**src/rtl/core/dvfc_pkg.sv**
```systemverilog
`default_nettype none

package dvfc_pkg;

  localparam int DEF_TABLE_DEPTH = 256;
  localparam int DEF_KEY_WIDTH   = 16;

  localparam int IN_KEY_W = 16;
  localparam int CNT_W    = 16;
  localparam int DCNT_W   = 9;
  localparam int IN_W     = 16;
  localparam int OUT_W    = 80;

  localparam logic [CNT_W-1:0] COUNT_CEIL = '1;

  // output beat field offsets
  localparam int OFS_DCNT   = 0;
  localparam int OFS_MKEY   = 9;
  localparam int OFS_MCNT   = 25;
  localparam int OFS_RKEY   = 41;
  localparam int OFS_RCNT   = 57;
  localparam int OFS_OVF    = 73;

  // controller to datapath
  typedef struct packed {
    logic load;      // capture input beat
    logic scan_clr;  // restart table walk
    logic scan_run;  // walk table entries
    logic sum_mode;  // walk builds mode and rarest
    logic upd;       // count hit or append key
    logic publish;   // load result and clear run
  } cmd_t;

  // datapath to controller
  typedef struct packed {
    logic hit;
    logic scan_done;
    logic is_last;
    logic out_full;
  } sts_t;

endpackage

`default_nettype wire

```
**src/rtl/core/dvfc_ctrl.sv**
```systemverilog
`default_nettype none

module dvfc_ctrl (
  input  wire logic          clk,
  input  wire logic          rst,
  input  wire logic          s_tvalid,
  output logic               s_tready,
  input  wire dvfc_pkg::sts_t sts,
  output dvfc_pkg::cmd_t     cmd
);

  typedef enum logic [3:0] {
    ST_IDLE    = 4'b0001,
    ST_SEARCH  = 4'b0010,
    ST_UPDATE  = 4'b0100,
    ST_SUMMARY = 4'b1000
  } state_t;

  state_t state, state_next;

  always_ff @(posedge clk) begin
    if (rst) begin
      state <= ST_IDLE;
    end else begin
      state <= state_next;
    end
  end

  always_comb begin
    state_next = state;
    cmd        = '0;
    s_tready   = 1'b0;
    case (state)
      ST_IDLE: begin
        s_tready = 1'b1;
        if (s_tvalid) begin
          cmd.load     = 1'b1;
          cmd.scan_clr = 1'b1;
          state_next   = ST_SEARCH;
        end
      end
      ST_SEARCH: begin
        cmd.scan_run = 1'b1;
        if (sts.hit || sts.scan_done) begin
          state_next = ST_UPDATE;
        end
      end
      ST_UPDATE: begin
        cmd.upd = 1'b1;
        if (sts.is_last) begin
          cmd.scan_clr = 1'b1;
          state_next   = ST_SUMMARY;
        end else begin
          state_next = ST_IDLE;
        end
      end
      ST_SUMMARY: begin
        cmd.scan_run = 1'b1;
        cmd.sum_mode = 1'b1;
        if (sts.scan_done && !sts.out_full) begin
          cmd.publish = 1'b1;
          state_next  = ST_IDLE;
        end
      end
      default: begin
        state_next = ST_IDLE;
      end
    endcase
  end

endmodule

`default_nettype wire

```
**config.mk**
```make
export PLATFORM = sky130hd
export DESIGN_NAME = dvfc_ctrl
export DESIGN_NICKNAME = d
export VERILOG_FILES = /design/src/rtl/core/dvfc_pkg.sv /design/src/rtl/core/dvfc_ctrl.sv
export SDC_FILE = /design/constraint.sdc
export NUM_CORES = 1
export LEC_CHECK = 0
export ABC_CLOCK_PERIOD_IN_PS = 1520
export BUFFER_PORTS_ARGS = -buffer_cell sky130_fd_sc_hd__buf_4
export CAP_MARGIN = 20
export CORE_AREA = 4 4 41 43
export DETAILED_ROUTE_END_ITERATION = 6
export DIE_AREA = 0 0 45 47
export SYNTH_ARGS = -nofsm -noshare
export SYNTH_HDL_FRONTEND = slang
export SYNTH_SLANG_ARGS = --single-unit
```
**constraint.sdc**
```tcl
create_clock -name clk -period 1.52 [get_ports clk]
set_input_delay 0.076 -clock clk [delete_from_list [all_inputs] [get_ports clk]]
set_output_delay 0.076 -clock clk [all_outputs]
set_load 0.03 [all_outputs]
```
# After elaboration in Yosys (flattened, before gate mapping)
# Index checks and enable logic that the tools add are counted.
[op_classes]
muxes = 15
reduce_logical = 5
eq_ne = 7
[op_table]
columns = ["op", "count"]
rows = [
  ["2-to-1 mux 4 bit", 4],
  ["one-hot mux 4 bit (4 select lines)", 1],
  ["2-to-1 mux 1 bit", 8],
  ["!= test 2 bit (second input constant)", 3],
  ["== test 4 x 1 -> 1 bit (second input constant)", 1],
  ["== test 4 x 2 -> 1 bit (second input constant)", 1],
  ["== test 4 x 3 -> 1 bit (second input constant)", 1],
  ["== test 4 bit (second input constant)", 1],
  ["AND reduction 3 bit", 1],
  ["2-to-1 mux 2 bit", 1],
  ["one-hot mux 1 bit (2 select lines)", 1],
  ["OR reduction 2 bit", 1],
  ["logical AND 1 bit", 1],
  ["zero test 1 bit", 1],
  ["logical OR 1 bit", 1],
]
[word_totals]
output_inout_bits = 7
word_cells = 28
reg_bits = 4
inputBits = 7

# Depth between registers and ports, before layout
[logic_depth]
word_depth = 4
mapped_depth = 4
mapped_depth_nobuf = 4

# Least setup slack after synthesis
# No wires, ideal clock.
[synth_path]
path_kind = "register -> output"
from = "register state[3]"
to = "output port cmd[0] (netlist bit)"
slack_ns = -0.206
arrival_time_ns = 1.650
path_buffers = 0
required_ns = 1.444
path_stages_with_launch = 3
cell_sequence = "dfxtp_1 nor4b_2 and3b_1"
[synth_rtl]
columns = ["item", "line_no", "source"]
rows = [
  ["start: declaration", "dvfc_ctrl.sv:19", "state_t state, state_next;"],
  ["start signal: assignment", "dvfc_ctrl.sv:25", "state <= state_next;"],
  ["end: declaration", "dvfc_ctrl.sv:9", "output dvfc_pkg::cmd_t cmd"],
]

==> summary.txt <==
Status
  – Run status: completed

Clock network
  – CTS sink cnt: 4
  – CTS tree: yes
  – Hold buffers post-CTS: 0
  – Post-CTS Setup Bufs: 0
  – Htree depth: 1
  – CTS Root Cell: clkbuf_4
  – Worst-Skew Late Latency: 0.23 ns
  – Num CTS Buffers: 3
  – Clk slew on worst S/H paths: 0.04 ns
  – Clk buf depth: 2

Critical path
  – CP Data Arrival Time: 1.34 ns
  – Critical path fanouts, max: 6
  – Worst reg2reg path startpoint: state[3]
  – Reg-to-reg slack, setup: 0.25 ns
  – Critical R2R Capture: state[0]
  – CP required: 1.44 ns
  – Crit end category: output port
  – Reg2reg path depth: 4
  – Startpoint types: flop
  – WS Path Type: reg -> out

Die
  – # rows: 13
  – Initial Util: 0.208
  – # IOs: 14
  – Area of the die: 2120 µm²
  – Die width: 45 µm
  – Die Height: 47 µm
  – Core Box Area: 1300 µm²

Final layout
  – Most common cell after layout, fill and taps aside: buf_4
  – Layout cell share with drive strength beyond 1: 0.543
  – Biggest register: state
  – Final #Nets: 55
  – # diodes: 0
  – Biggest registers after layout: state (4)
  – Area growth syn-to-layout: 62.0%
  – Largest register FFs: 4
  – Most frequent cells in the layout: buf_4, nand2b_1
  – Final core utilization: 0.337

GRT
  – Grt ovf: 0
  – Global Route Usage Sum: 0.0719
  – Initial antenna violation count: 0
  – First-pass GRT wire length: 1080 µm
  – Vias in the first global route: 272
  – Largest net degree at the start of global routing: 8

Synth
  – Syn_area_per_cell: 9.32 µm²
  – Syn_nets: 36
  – Cell variety after synth: 15
  – Largest area contributor in the netlist: dfxtp_1
  – Mapped Area: 270 µm²
  – Top cells by area, synth: dfxtp_1, nand2b_1, nor4b_2
  – Synth Instances: 29
  – Syn. warnings: 0
  – Sequential fraction of the synthesis area: 0.296
  – Area fraction of the dominant cell type after synthesis: 0.296
  – Flops & latches, synth: 4

Timing
  – Least-Margin Pin Slew: 0.320 ns
  – Final Hold Fails: 0
  – Slew HR: 0.785
  – Final period util: 0.932
  – RSZ-0062 raised after global routing: false
  – Setup violations, final: 0
  – Minimum clock period: 1.42 ns
  – Final slew viol count: 0
  – Setup TNS: 0 ns
  – Max Clock Skew: 0.00314 ns
  – WHS: 0.0319 ns
  – Max Clk Rate: 706 MHz

Pwr
  – Worst vdd ir: 0.318 mV
  – Total Power: 358 µW
  – Leak: 0.186 nW
  – PD cells: 816 nW/µm²

Place
  – Placer congestion estimate: 0.754
  – Port Buffers: 13
  – Detail Placement HPWL: 528 µm

Detailed routing
  – Total vias in the final route: 276
  – Post-route ant nets: 0
  – Total wire length: 652 µm
  – DR WL/cell: 10.7 µm
  – Drt pass-1 iters: 4
  – Drt drc: 0
  – Drt via density: 4.52
  – 1st-iter DRT viols: 5

Min path
  – Hold wc startpoint: rst
  – Hold EP: state[1]
  – Hold Path Class: in -> reg
  – Hold path depth: 2

Run
  – # Max-Cap Violations: 0
[through the flow]
step / worst slack (ns) / std cells / cell area, µm²
2_1_floorplan: 0.0118 / 29 / 288
3_3_place_gp: 0.193 / 58 / 412
3_5_place_dp: 0.182 / 58 / 412
4_1_cts: 0.0393 / 61 / 435
5_1_grt: 0.0215 / 61 / 438
6_report: 0.103 / 61 / 438
[synth_stat cells (all sizes together)]
library cell and count:
a211oi 2, a21oi 2, a221oi 1, and2 1, and3b 1, dfxtp 4, inv 2, nand2 4
nand2b 5, nand3b 1, nor4 2, nor4b 3, o21ai 1
[layer usage]
layer	track usage	wire [µm]
met1	0.0752	267
met2	0.121	354
met3	0.0115	31
met4	0.0702	0
met5	0	0
[how the worst max path moves through the flow]
stage,from,end,slack (ns),depth (start not counted)
after floorplan,state[1],cmd[3],0.01,2
after global placement,state[0],state[1],0.19,3
after detailed placement,state[0],state[1],0.18,3
after CTS,state[1],cmd[4],0.04,4
after global routing,state[3],cmd[4],0.02,4
final,state[3],cmd[4],0.10,4
[final cells by class]
| class | count | area (µm²) |
|---|---|---|
| clock buffers | 3 | 22.5 |
| fillers | 144 | 863 |
| inverters | 2 | 7.51 |
| multi-input cells | 23 | 200 |
| flip-flops and latches | 4 | 83.8 |
| well taps | 15 | 18.8 |
| repair buffers | 14 | 105 |
[critical path: stages, from the launching register on]
cell and delay, ns:
dfxtp_1 0.38, nor4b_4 0.38, nand2_2 0.12, nand2_1 0.07, buf_4 0.15
[kinds of logic (layout without fill, tap and decap cells)]
| logic type | after synthesis | count (layout) | share of synthesized area |
|---|---|---|---|
| AND/OR/NAND/NOR | 17 | 17 | 0.509 |
| AO/OA/AOI/OAI | 6 | 6 | 0.167 |
| buffers and inverters | 2 | 19 | 0.0278 |
| flip-flops | 4 | 4 | 0.296 |
[power breakdown]
group / leakage (nW) / switching [mW] / total [mW] / internal (mW)
combinational: 0.139 / 0.0531 / 0.101 / 0.0477
clock: 0.0138 / 0.0378 / 0.126 / 0.0879
sequential: 0.0333 / 0.0175 / 0.131 / 0.114
[repair_timing]
action / 4_1_cts / 5_1_grt
gates resized for setup: 1 / 2
hold endpoints to repair: 0 / 0
pin swaps: 0 / 1
setup endpoints to repair: 2 / 2
Power figures use the tool's default switching activity.
